`src/rtl/arpc_pkg.sv`:
```
// Shared types and constants of the ARP responder with its address cache.
package arpc_pkg;

   // Request kinds carried on req_tuser.
   localparam logic [1:0] KIND_PKT    = 2'd0;
   localparam logic [1:0] KIND_LOOKUP = 2'd1;
   localparam logic [1:0] KIND_INSERT = 2'd2;

   // Response kinds carried on rsp_tuser bit 0.
   localparam logic RES_REPLY  = 1'b0;
   localparam logic RES_LOOKUP = 1'b1;

   // Payload layout, as byte offsets into the ARP payload.
   localparam logic [4:0] HDR_END   = 5'd8;
   localparam logic [4:0] SMAC_END  = 5'd14;
   localparam logic [4:0] SIP_END   = 5'd18;
   localparam logic [4:0] TIP_START = 5'd24;
   localparam logic [4:0] PKT_LEN   = 5'd28;

   // Fixed header values of an ARP packet for IPv4 over Ethernet.
   localparam logic [15:0] HTYPE_ETH  = 16'h0001;
   localparam logic [15:0] PTYPE_IPV4 = 16'h0800;
   localparam logic [7:0]  HLEN_MAC   = 8'd6;
   localparam logic [7:0]  PLEN_IP    = 8'd4;
   localparam logic [15:0] OPER_REQ   = 16'd1;
   localparam logic [15:0] OPER_REP   = 16'd2;

   // Commands passed from the front end to the cache engine.
   localparam logic [1:0] CMD_LOOKUP = 2'd0;
   localparam logic [1:0] CMD_INSERT = 2'd1;
   localparam logic [1:0] CMD_PACKET = 2'd2;

   typedef struct packed {
      logic [1:0]  op;
      logic        reply;
      logic [31:0] ip;
      logic [47:0] mac;
   } cmd_type;

   // Status of the command queue as seen by the cache engine.
   typedef struct packed {
      logic    valid;
      cmd_type cmd;
   } queue_head_type;

endpackage

```
`src/rtl/arpc_front.sv`:
```
// Front end: accepts request words, assembles ARP payloads and issues cache commands.
module arpc_front (
   input  logic               clock,
   input  logic               reset,
   input  logic               csr_we,
   input  logic [31:0]        csr_wdata,
   input  logic               in_fire,
   input  logic [1:0]         in_kind,
   input  logic [7:0]         in_byte,
   input  logic               in_last,
   input  logic [31:0]        in_ip,
   input  logic [47:0]        in_mac,
   output logic               push,
   output arpc_pkg::cmd_type  push_cmd
);

   logic [31:0] local_ip_ff;
   logic [4:0]  byte_count_ff, byte_count_in;
   logic [63:0] header_ff, header_in;
   logic [47:0] smac_ff, smac_in;
   logic [31:0] sip_ff, sip_in;
   logic [31:0] tip_ff, tip_in;
   logic        pkt_ok;

   always_comb begin
      byte_count_in = byte_count_ff;
      header_in     = header_ff;
      smac_in       = smac_ff;
      sip_in        = sip_ff;
      tip_in        = tip_ff;
      push          = 1'b0;
      push_cmd      = '0;
      pkt_ok        = 1'b0;
      if (in_fire) begin
         unique case (in_kind)
            arpc_pkg::KIND_LOOKUP: begin
               push         = 1'b1;
               push_cmd.op  = arpc_pkg::CMD_LOOKUP;
               push_cmd.ip  = in_ip;
            end
            arpc_pkg::KIND_INSERT: begin
               push         = 1'b1;
               push_cmd.op  = arpc_pkg::CMD_INSERT;
               push_cmd.ip  = in_ip;
               push_cmd.mac = in_mac;
            end
            arpc_pkg::KIND_PKT: begin
               if (byte_count_ff < arpc_pkg::HDR_END) begin
                  header_in[{~byte_count_ff[2:0], 3'b000} +: 8] = in_byte;
               end else if (byte_count_ff < arpc_pkg::SMAC_END) begin
                  smac_in = {smac_ff[39:0], in_byte};
               end else if (byte_count_ff < arpc_pkg::SIP_END) begin
                  sip_in = {sip_ff[23:0], in_byte};
               end else if (byte_count_ff >= arpc_pkg::TIP_START &&
                            byte_count_ff < arpc_pkg::PKT_LEN) begin
                  tip_in = {tip_ff[23:0], in_byte};
               end
               if (byte_count_ff < arpc_pkg::PKT_LEN) begin
                  byte_count_in = byte_count_ff + 5'd1;
               end
               if (in_last) begin
                  pkt_ok = (byte_count_in >= arpc_pkg::PKT_LEN) &&
                           (header_in[63:48] == arpc_pkg::HTYPE_ETH) &&
                           (header_in[47:32] == arpc_pkg::PTYPE_IPV4) &&
                           (header_in[31:24] == arpc_pkg::HLEN_MAC) &&
                           (header_in[23:16] == arpc_pkg::PLEN_IP) &&
                           ((header_in[15:0] == arpc_pkg::OPER_REQ) ||
                            (header_in[15:0] == arpc_pkg::OPER_REP));
                  push           = pkt_ok;
                  push_cmd.op    = arpc_pkg::CMD_PACKET;
                  push_cmd.reply = (header_in[15:0] == arpc_pkg::OPER_REQ) &&
                                   (tip_in == local_ip_ff);
                  push_cmd.ip    = sip_in;
                  push_cmd.mac   = smac_in;
                  // Every packet, good or bad, leaves the assembly state clear.
                  byte_count_in  = '0;
                  header_in      = '0;
                  smac_in        = '0;
                  sip_in         = '0;
                  tip_in         = '0;
               end
            end
            default: begin
            end
         endcase
      end
   end

   always_ff @(posedge clock) begin
      if (reset) begin
         local_ip_ff   <= '0;
         byte_count_ff <= '0;
         header_ff     <= '0;
         smac_ff       <= '0;
         sip_ff        <= '0;
         tip_ff        <= '0;
      end else begin
         if (csr_we) begin
            local_ip_ff <= csr_wdata;
         end
         byte_count_ff <= byte_count_in;
         header_ff     <= header_in;
         smac_ff       <= smac_in;
         sip_ff        <= sip_in;
         tip_ff        <= tip_in;
      end
   end

endmodule

```
`src/rtl/arpc_fifo.sv`:
```
// Two-entry command queue between the front end and the cache engine.
module arpc_fifo (
   input  logic                     clock,
   input  logic                     reset,
   input  logic                     push,
   input  arpc_pkg::cmd_type        push_cmd,
   output logic                     not_full,
   output arpc_pkg::queue_head_type head,
   input  logic                     pop
);

   arpc_pkg::cmd_type slot_ff [2];
   logic       wr_ptr_ff, wr_ptr_in;
   logic       rd_ptr_ff, rd_ptr_in;
   logic [1:0] count_ff, count_in;

   assign not_full   = (count_ff != 2'd2);
   assign head.valid = (count_ff != 2'd0);
   assign head.cmd   = slot_ff[rd_ptr_ff];

   always_comb begin
      wr_ptr_in = wr_ptr_ff ^ push;
      rd_ptr_in = rd_ptr_ff ^ pop;
      count_in  = count_ff + {1'b0, push} - {1'b0, pop};
   end

   always_ff @(posedge clock) begin
      if (push) begin
         slot_ff[wr_ptr_ff] <= push_cmd;
      end
   end

   always_ff @(posedge clock) begin
      if (reset) begin
         wr_ptr_ff <= 1'b0;
         rd_ptr_ff <= 1'b0;
         count_ff  <= 2'd0;
      end else begin
         wr_ptr_ff <= wr_ptr_in;
         rd_ptr_ff <= rd_ptr_in;
         count_ff  <= count_in;
      end
   end

endmodule

```
`src/rtl/arpc_back.sv`:
```
// Cache engine: runs queued commands against the address cache and drives the response word.
module arpc_back #(
   parameter int CACHE_DEPTH = 8
) (
   input  logic                     clock,
   input  logic                     reset,
   input  arpc_pkg::queue_head_type head,
   output logic                     pop,
   output logic                     rsp_tvalid,
   input  logic                     rsp_tready,
   output logic [79:0]              rsp_tdata,
   output logic [1:0]               rsp_tuser
);

   localparam int IdxW = (CACHE_DEPTH > 1) ? $clog2(CACHE_DEPTH) : 1;

   logic [31:0]            entry_ip_ff  [CACHE_DEPTH];
   logic [47:0]            entry_mac_ff [CACHE_DEPTH];
   logic [CACHE_DEPTH-1:0] entry_valid_ff;

   logic                   rsp_valid_ff, rsp_valid_in;
   logic                   rsp_kind_ff, rsp_kind_in;
   logic                   rsp_hit_ff, rsp_hit_in;
   logic [47:0]            rsp_mac_ff, rsp_mac_in;
   logic [31:0]            rsp_ip_ff, rsp_ip_in;

   logic [CACHE_DEPTH-1:0] match;
   logic                   any_match, any_free;
   logic [IdxW-1:0]        match_idx, free_idx, wr_idx;
   logic                   need_rsp, do_insert;

   always_comb begin
      match     = '0;
      any_match = 1'b0;
      any_free  = 1'b0;
      match_idx = '0;
      free_idx  = '0;
      for (int i = CACHE_DEPTH - 1; i >= 0; i--) begin
         match[i] = entry_valid_ff[i] && (entry_ip_ff[i] == head.cmd.ip);
         if (match[i]) begin
            any_match = 1'b1;
            match_idx = IdxW'(i);
         end
         if (!entry_valid_ff[i]) begin
            any_free = 1'b1;
            free_idx = IdxW'(i);
         end
      end
   end

   // Update in place, else first empty entry, else entry zero.
   assign wr_idx = any_match ? match_idx : (any_free ? free_idx : '0);

   assign need_rsp = (head.cmd.op == arpc_pkg::CMD_LOOKUP) ||
                     ((head.cmd.op == arpc_pkg::CMD_PACKET) && head.cmd.reply);
   assign pop = head.valid && (!need_rsp || !rsp_valid_ff || rsp_tready);
   assign do_insert = pop && (head.cmd.ip != 32'd0) &&
                      ((head.cmd.op == arpc_pkg::CMD_INSERT) ||
                       (head.cmd.op == arpc_pkg::CMD_PACKET));

   always_comb begin
      rsp_valid_in = rsp_valid_ff && !rsp_tready;
      rsp_kind_in  = rsp_kind_ff;
      rsp_hit_in   = rsp_hit_ff;
      rsp_mac_in   = rsp_mac_ff;
      rsp_ip_in    = rsp_ip_ff;
      if (pop && need_rsp) begin
         rsp_valid_in = 1'b1;
         rsp_ip_in    = head.cmd.ip;
         if (head.cmd.op == arpc_pkg::CMD_LOOKUP) begin
            rsp_kind_in = arpc_pkg::RES_LOOKUP;
            rsp_hit_in  = any_match;
            rsp_mac_in  = any_match ? entry_mac_ff[match_idx] : '0;
         end else begin
            rsp_kind_in = arpc_pkg::RES_REPLY;
            rsp_hit_in  = 1'b1;
            rsp_mac_in  = head.cmd.mac;
         end
      end
   end

   always_ff @(posedge clock) begin
      if (do_insert) begin
         entry_ip_ff[wr_idx]  <= head.cmd.ip;
         entry_mac_ff[wr_idx] <= head.cmd.mac;
      end
      rsp_kind_ff <= rsp_kind_in;
      rsp_hit_ff  <= rsp_hit_in;
      rsp_mac_ff  <= rsp_mac_in;
      rsp_ip_ff   <= rsp_ip_in;
   end

   always_ff @(posedge clock) begin
      if (reset) begin
         entry_valid_ff <= '0;
         rsp_valid_ff   <= 1'b0;
      end else begin
         if (do_insert) begin
            entry_valid_ff[wr_idx] <= 1'b1;
         end
         rsp_valid_ff <= rsp_valid_in;
      end
   end

   assign rsp_tvalid = rsp_valid_ff;
   assign rsp_tdata  = {rsp_ip_ff, rsp_mac_ff};
   assign rsp_tuser  = {rsp_hit_ff, rsp_kind_ff};

endmodule

```
`src/rtl/arp_responder_with_cache_top.sv`:
```
// Top level of the ARP responder with its IPv4-to-MAC address cache.
// Throughput: one request word per cycle, sustained while rsp_tready keeps up.
// With an empty queue, the request word of a lookup answer or ARP reply (the lookup or last
// payload byte) goes into a queue slot, then its answer into the register behind rsp_tvalid.
// A stalled response word blocks the next lookup or reply; the two-entry queue then fills.
// Synchronous active-high reset clears the queue, cache valid bits, packet state and local_ip.
module arp_responder_with_cache_top #(
   parameter int CACHE_DEPTH = 8
) (
   input  logic        clock,
   input  logic        reset,
   // Configuration: local_ip.
   input  logic        csr_we,
   input  logic [31:0] csr_wdata,
   // Request channel.
   input  logic        req_tvalid,
   output logic        req_tready,
   input  logic [87:0] req_tdata,   // data_byte[7:0], addr_ip[39:8], addr_mac[87:40]
   input  logic [1:0]  req_tuser,   // kind[1:0]
   input  logic        req_tlast,   // last_byte
   // Response channel.
   output logic        rsp_tvalid,
   input  logic        rsp_tready,
   output logic [79:0] rsp_tdata,   // out_mac[47:0], out_ip[79:48]
   output logic [1:0]  rsp_tuser    // result_kind[0], hit[1]
);

   logic                     in_fire;
   logic                     push;
   arpc_pkg::cmd_type        push_cmd;
   logic                     not_full;
   arpc_pkg::queue_head_type head;
   logic                     pop;

   // The front end takes a word whenever the queue has room, so a result waiting on the
   // response side does not hold up packet bytes until the queue itself fills.
   assign req_tready = not_full;
   assign in_fire    = req_tvalid && not_full;

   // Payload bytes are parsed here; lookups, inserts and valid finished packets become commands.
   arpc_front u_front (
      .clock     (clock),
      .reset     (reset),
      .csr_we    (csr_we),
      .csr_wdata (csr_wdata),
      .in_fire   (in_fire),
      .in_kind   (req_tuser),
      .in_byte   (req_tdata[7:0]),
      .in_last   (req_tlast),
      .in_ip     (req_tdata[39:8]),
      .in_mac    (req_tdata[87:40]),
      .push      (push),
      .push_cmd  (push_cmd)
   );

   // The queue keeps command order, so cache reads and writes happen in request order.
   arpc_fifo u_fifo (
      .clock    (clock),
      .reset    (reset),
      .push     (push),
      .push_cmd (push_cmd),
      .not_full (not_full),
      .head     (head),
      .pop      (pop)
   );

   // All cache entries are compared in parallel against the command's IP.
   arpc_back #(
      .CACHE_DEPTH (CACHE_DEPTH)
   ) u_back (
      .clock      (clock),
      .reset      (reset),
      .head       (head),
      .pop        (pop),
      .rsp_tvalid (rsp_tvalid),
      .rsp_tready (rsp_tready),
      .rsp_tdata  (rsp_tdata),
      .rsp_tuser  (rsp_tuser)
   );

endmodule

```
`config.mk`:
```
export PLATFORM = sky130hd
export DESIGN_NAME = arp_responder_with_cache_top
export DESIGN_NICKNAME = d
export VERILOG_FILES = /design/src/rtl/arpc_pkg.sv /design/src/rtl/arpc_front.sv /design/src/rtl/arpc_fifo.sv /design/src/rtl/arpc_back.sv /design/src/rtl/arp_responder_with_cache_top.sv
export SDC_FILE = /design/constraint.sdc
export NUM_CORES = 2
export LEC_CHECK = 0
export ABC_AREA = 0
export BUFFER_PORTS_ARGS = -buffer_cell sky130_fd_sc_hd__buf_2
export CAP_MARGIN = 0
export CORE_AREA = 2 2 349 351
export DETAILED_ROUTE_END_ITERATION = 6
export DIE_AREA = 0 0 351 353
export MAX_ROUTING_LAYER = met4
export PLACE_DENSITY = 0.58
export SYNTH_ARGS = -nofsm -noshare
export SYNTH_HDL_FRONTEND = slang
export SYNTH_HIERARCHICAL = 1
export SYNTH_SLANG_ARGS = --single-unit
```
`constraint.sdc`:
```
create_clock -name clock -period 9.4 [get_ports clock]
set_input_delay 1.88 -clock clock [delete_from_list [all_inputs] [get_ports clock]]
set_output_delay 1.88 -clock clock [all_outputs]
set_load 0.02 [all_outputs]
```
# [Word level (Yosys, flattened, before mapping)]
# Memory sizes are Yosys's and may differ from the RTL's. A register that Yosys moved wholly into a read port is not among the register bits.
# Index checks and enable logic that the tools add are counted.
[word_totals] register_bits=308 ramBits=806 inputBits=128 out_inout_bits=84 memories=3
[op_classes] add_sub_neg=4 magnitude_cmp=8 n_eq_ne=20 shift=2 mux=77 bitwise_logic=4 n_reduce_logical=37
[mem_list] memory="u_back.entry_mac_ff" words=8 width=48 read_ports=1 rd_ports_with_merged_regs=0 write_ports=1 line_no="arpc_back.sv:18" rtl="logic [47:0] entry_mac_ff [CACHE_DEPTH];"
[mem_list] memory="u_back.entry_ip_ff" words=8 width=32 read_ports=8 rd_ports_with_merged_regs=0 write_ports=1 line_no="arpc_back.sv:17" rtl="logic [31:0] entry_ip_ff [CACHE_DEPTH];"
[mem_list] memory="u_fifo.slot_ff" words=2 width=83 read_ports=1 rd_ports_with_merged_regs=1 write_ports=1 line_no="arpc_fifo.sv:12" rtl="arpc_pkg::cmd_type slot_ff [2];"
[ops] cell="32-bit 2-to-1 mux" count=11
[ops] cell="32-bit equality test" count=9
[ops] cell="64-bit 2-to-1 mux" count=4
[ops] cell="48-bit 2-to-1 mux" count=5
[ops] cell="83-bit 2-to-1 mux" count=2
[ops] cell="48-bit case mux with 2 select lines" count=1
[ops] cell="64-bit bitwise mux" count=1
[ops] cell="32-bit case mux with 2 select lines" count=1
[ops] cell="8-bit by 8-bit variable shift with 64-bit output (first input constant)" count=1
[ops] cell="8-bit by 8-bit variable part select with 64-bit output" count=1
[ops] cell="3-bit 2-to-1 mux" count=18
[ops] cell="16-bit by 1-bit equality test with 1-bit output (second input constant)" count=2
[ops] cell="32-bit nonzero test" count=1
[ops] cell="1-bit 2-to-1 mux" count=27
[ops] cell="1-bit logical AND" count=23
[ops] cell="5-bit 2-to-1 mux" count=4
[ops] cell="16-bit by 12-bit equality test with 1-bit output (second input constant)" count=1
[ops] cell="16-bit by 2-bit equality test with 1-bit output (second input constant)" count=1
[ops] cell="8-bit by 3-bit equality test with 1-bit output (second input constant)" count=2
[ops] cell="5-bit greater-or-equal comparator (second input constant)" count=2
[ops] cell="5-bit by 4-bit less-than comparator with 1-bit output (second input constant)" count=2
[ops] cell="5-bit less-than comparator (second input constant)" count=2
[ops] cell="6-bit negation with 8-bit output" count=1
[ops] cell="8-bit bitwise OR" count=1
[ops] cell="other kinds (19)" count=29

# [Logic depth before layout (Yosys ltp)]
[depth] depth_word=18 depth_mapped=17

# [Cells and area by module]
# Netlist, hierarchy kept.
[modules_own_cells] module="arpc_back" n_inst=1 cells_each=1837 area_per_inst_um2=30205.2 seq_area_each_um2=21861.0
[modules_own_cells] module="arpc_front" n_inst=1 cells_each=1478 area_per_inst_um2=10995.5 seq_area_each_um2=4264.1
[modules_own_cells] module="arpc_fifo" n_inst=1 cells_each=277 area_per_inst_um2=6433.7 seq_area_each_um2=5064.9
[modules_own_cells] module="arp_responder_with_cache_top" n_inst=1 cells_each=1 area_per_inst_um2=6.3 seq_area_each_um2=0.0

# [Worst setup path after synthesis]
# Ideal clock, no wire load.
[synth_path] path_type="register -> register" start="reg u_fifo/rd_ptr_ff (netlist name)" end="mem u_back.entry_ip_ff[2][0], enable pin" setup_ns=0.564 arrival_time_ns=7.555 required_time_ns=8.836 slack_ns=1.281 path_stages_with_launch=15 n_path_buf=5 path_cell_list="dfxtp_1 -> buf_6 -> buf_6 -> mux2_4 -> buf_2 -> xor2_1 -> nor4_1 -> nand4_1 -> or4_1 -> o21ai_0 -> o21bai_1 -> buf_2 -> buf_2 -> a21o_1 -> nor4b_2"
[synth_lines] element="to (decl)" line_no="arpc_back.sv:17"

==> metrics.csv <==
stage,metric,value,unit
outcome,outcome,"complete, no violations",
sta,Worst Slack Setup Final,3040,ps
synthesis,nets in the synthesized netlist,3732,
synthesis,sequential share of the synthesized area,65.5,%
setup_path,cell with the largest stage delay on the worst path,sky130_fd_sc_hd__buf_4,
clock_network,worst skew pair latency,720,ps
layout,"Area growth, synth to finish",12.8,%
floorplanning,number of cell rows,128,
drt,# DRC,0,
run,maximum capacitance violations,0,
setup_path,largest stage delay on the critical path,800,ps
placed_design,PortBufs,211,
floorplanning,height of the die,353,um
synthesis,share of synthesized registers carrying an async set or reset,0,%
drt,initial drt markers,3092,
floorplanning,area of the die,124000,um^2
clock_network,Clk Tree Root Cell,sky130_fd_sc_hd__clkbuf_16,
layout,fraction of layout instances using a drive strength above 1,17.4,%
sta,unrepaired setup endpoints after global routing,false,
clock_network,TritonCTS clock tree,yes,
setup_path,path length in cells of the critical path,13,
floorplanning,Core Box Area,121000,um^2
sta,skew final,42.7,ps
sta,number of failing setup endpoints in the final timing report,0,
synthesis,Seq cells post-synth,1114,
clock_network,clk slew on worst S/H paths,60,ps
drt,remaining antenna violation count,0,
floorplanning,number of top-level pins,212,
clock_network,H-tree depth,3,
layout,"most common cell after layout, fill and taps aside",sky130_fd_sc_hd__edfxtp_1,
setup_path,crit-path cells,buf_4 -> mux2_4 -> xor2_1 -> nor4_1 -> nand4_1 -> or3_1 -> o21ai_0 -> o21ba_2 -> buf_4 -> or3_2 -> buf_4 -> o221a_1 -> a22o_1,
setup_path,required time at the worst-slack endpoint,9970,ps
global_route,overflow left after global routing,0,
drt,via/cell ratio,5.56,
setup_path,Top delay family on crit path,buffers and inverters,
layout,multi-input logic area,15200,um^2
clock_network,Resized cells post-CTS,0,
floorplanning,effective utilization at floorplan,39.5,%
drt,first-pass iteration count of the detailed router,6,
hold_path,Worst Hold Class,reg2reg,
synthesis,distinct cell type count of the synthesized netlist,85,
drt,via count,30300,
setup_path,Critical Path Source Type,flip-flop,
drt,total wire length,129,mm
global_route,global-route usage over all layers,20.8,%
sta,Max Transition Viols Final,0,
drt,average wire length per cell after detail routing,23.6,um
sta,final hold vios,0,
layout,area taken by flip-flops and latches,31200,um^2
placed_design,placed wire-length estimate after detailed placement,78.3,mm
setup_path,kind of end point of the critical path,flip-flop,
global_route,maximum number of pins on one net before global-route repair,86,
clock_network,number of CTS-inserted buffers,115,
clock_network,number of hold-repair buffers added at the cts stage,0,
power_and_ir_drop,leakage power of the design,0.0174,uW
setup_path,end point of the critical path,u_back/rsp_mac_ff[9]$_DFFE_PP_,
clock_network,sinks on the clock net,1114,
placed_design,final weighted congestion in routability-driven placement,0.892,
setup_path,first element of the critical path,u_fifo/rd_ptr_ff$_SDFF_PP0_,
global_route,via count of the first global-routing pass,29200,
sta,post-route setup TNS,0,ps
sta,relative slew slack,25.4,%
sta,maximum achievable frequency,157,MHz
sta,final cycle utilization of the critical path,67.7,%
setup_path,FF-to-FF End,u_back/rsp_mac_ff[9]$_DFFE_PP_,
synthesis,number of standard cells after synthesis,3593,
sta,Slew @ Worst Pin,1120,ps
setup_path,Reg2Reg Launch Point,u_fifo/rd_ptr_ff$_SDFF_PP0_,
setup_path,critical path arrival,6930,ps
placed_design,Placement Setup Slack,3030,ps
hold_path,worst hold path cell count,2,
synthesis,Avg Inst Size Synth,13.3,um^2
clock_network,clk buf depth,3,
setup_path,Reg2Reg Setup Slack,3040,ps
layout,fill cell instance count of the final layout,10900,
power_and_ir_drop,"IR drop worst, VDD",0.000184,V
synthesis,most frequently used flop master after synthesis,sky130_fd_sc_hd__edfxtp_1,
setup_path,critical setup path kind,reg2reg,
layout,# nets final,3853,
synthesis,Yosys warning count,6,
clock_network,post-CTS setup buffer count,0,
floorplanning,die extent in x,351,um
setup_path,R2R depth,13,
global_route,wire length of the first global-routing pass,190,mm
setup_path,most common cell type on the critical path,sky130_fd_sc_hd__buf_4,
layout,"commonest cells after routing, fill and taps aside","888 x sky130_fd_sc_hd__edfxtp_1, 381 x sky130_fd_sc_hd__nor2_1, 225 x sky130_fd_sc_hd__dfxtp_1, 219 x sky130_fd_sc_hd__nand2_1, 210 x sky130_fd_sc_hd__buf_2",
power_and_ir_drop,power density over the cells,233,nW/um^2
global_route,antenna violations before repair,4,
setup_path,CP max FO,54,
setup_path,buffering stage count on the worst path with inverters included,3,
synthesis,Syn Std Cell Area,47600,um^2
synthesis,Post-synth EDFFs,888,
sta,final critical path time including I/O delays and setup,6360,ps
==> worst register-to-register path, delay by kind of cell (launching register included) <==
family	cells	cell delay, ps
AO/OA/AOI/OAI	4	1700
buffers and inverters	3	1890
multiplexers	1	500
XOR/XNOR	1	230
AND/OR/NAND/NOR	4	1230
flip-flops	1	690
==> cells by family after synthesis <==
kind of cell,share of synthesized area [%]
compound gates,10.7
xor+xnor,5.16
fa+ha+maj,0.289
buf+inv,2.97
flops,65.5
mux,5.67
simple gates,9.71
==> cells in the mapped netlist, drive strengths merged, types with 8 or more instances <==
library cell,n,area (um^2)
a2111oi,51,447
a211oi,100,751
a21oi,183,916
a22o,48,420
a22oi,171,1280
buf,106,674
clkbuf,154,578
dfxtp,226,4520
edfxtp,888,26700
ha,11,138
inv,42,158
mux2,178,2230
mux2i,47,470
nand2,220,826
nand2b,12,75.1
nand3,22,110
nand3b,8,72.6
nand4,46,288
nand4b,14,123
nor2,385,1450
nor2b,16,100
nor3,29,160
nor4,148,947
nor4b,11,109
o21ai,25,125
o221a,47,529
or4,12,97.6
xnor2,85,744
xor2,193,1690
==> layer usage <==
layer  track usage (%)  part of all wire [%]  vias to the layer above
li1                  -                     -                    13900
met1              29.1                    45                    15200
met2              31.8                    46                     1025
met3              3.04                   6.1                      164
met4              5.39                   2.2                        0
met5                 -                     0                        -
==> flip-flops by register name, indices dropped and copies added (netlist names) <==
| register | flops |
|---|---|
| u_front/header_ff | 64 |
| u_front/byte_count_ff | 5 |
| u_fifo/wr_ptr_ff | 1 |
| u_back/entry_valid_ff | 8 |
| u_back/rsp_kind_ff | 1 |
| u_front/local_ip_ff | 32 |
| u_front/sip_ff | 32 |
| u_back/entry_mac_ff | 384 |
| u_front/tip_ff | 32 |
| u_fifo/slot_ff | 166 |
| u_back/rsp_mac_ff | 48 |
| u_back/entry_ip_ff | 256 |
| u_back/rsp_tvalid | 1 |
| u_fifo/count_ff | 2 |
| u_back/rsp_ip_ff | 32 |
| u_back/rsp_hit_ff | 1 |
| u_fifo/rd_ptr_ff | 1 |
| u_front/smac_ff | 48 |
==> layout make-up <==
type / count / area share, %
Antenna cell: 3 / 0.0140
Clock buffer: 144 / 5.61
Clock inverter: 74 / 1.19
Inverter: 43 / 0.324
Multi-Input combinational cell: 2176 / 28.3
Sequential cell: 1114 / 58.1
Tap cell: 1625 / 3.78
Timing Repair Buffer: 264 / 2.72
==> worst min-delay path by stage <==
stage                                                     to                                from  slack [ps]
after CTS                  u_front/header_ff[9]$_SDFFE_PP0P_   u_front/header_ff[9]$_SDFFE_PP0P_         460
final                      u_front/header_ff[9]$_SDFFE_PP0P_   u_front/header_ff[9]$_SDFFE_PP0P_         460
after global routing       u_front/header_ff[9]$_SDFFE_PP0P_   u_front/header_ff[9]$_SDFFE_PP0P_         470
after global placement    u_front/header_ff[41]$_SDFFE_PP0P_  u_front/header_ff[41]$_SDFFE_PP0P_         450
after floorplan           u_front/header_ff[41]$_SDFFE_PP0P_  u_front/header_ff[41]$_SDFFE_PP0P_         430
after detailed placement  u_front/header_ff[41]$_SDFFE_PP0P_  u_front/header_ff[41]$_SDFFE_PP0P_         450
==> report_power, final <==
part	switching, uW	internal [uW]	total [uW]
clock network	1930	2470	4410
logic	1430	637	2070
registers	141	5930	6070
==> stage by stage <==
stage	hold slack, ps	util [%]	power, uW	instance area [um^2]	std cells
after global routing	467	44.6	13000	53700	5441
final	459	44.6	12500	53700	5443
after detailed placement	452	41.5	8250	50100	5222
after floorplan	431	-	7490	47600	3593
after CTS	462	44.5	12700	53700	5440
after global placement	449	41.5	8240	50100	5222
No activity file was read; power rests on OpenSTA's default activity.
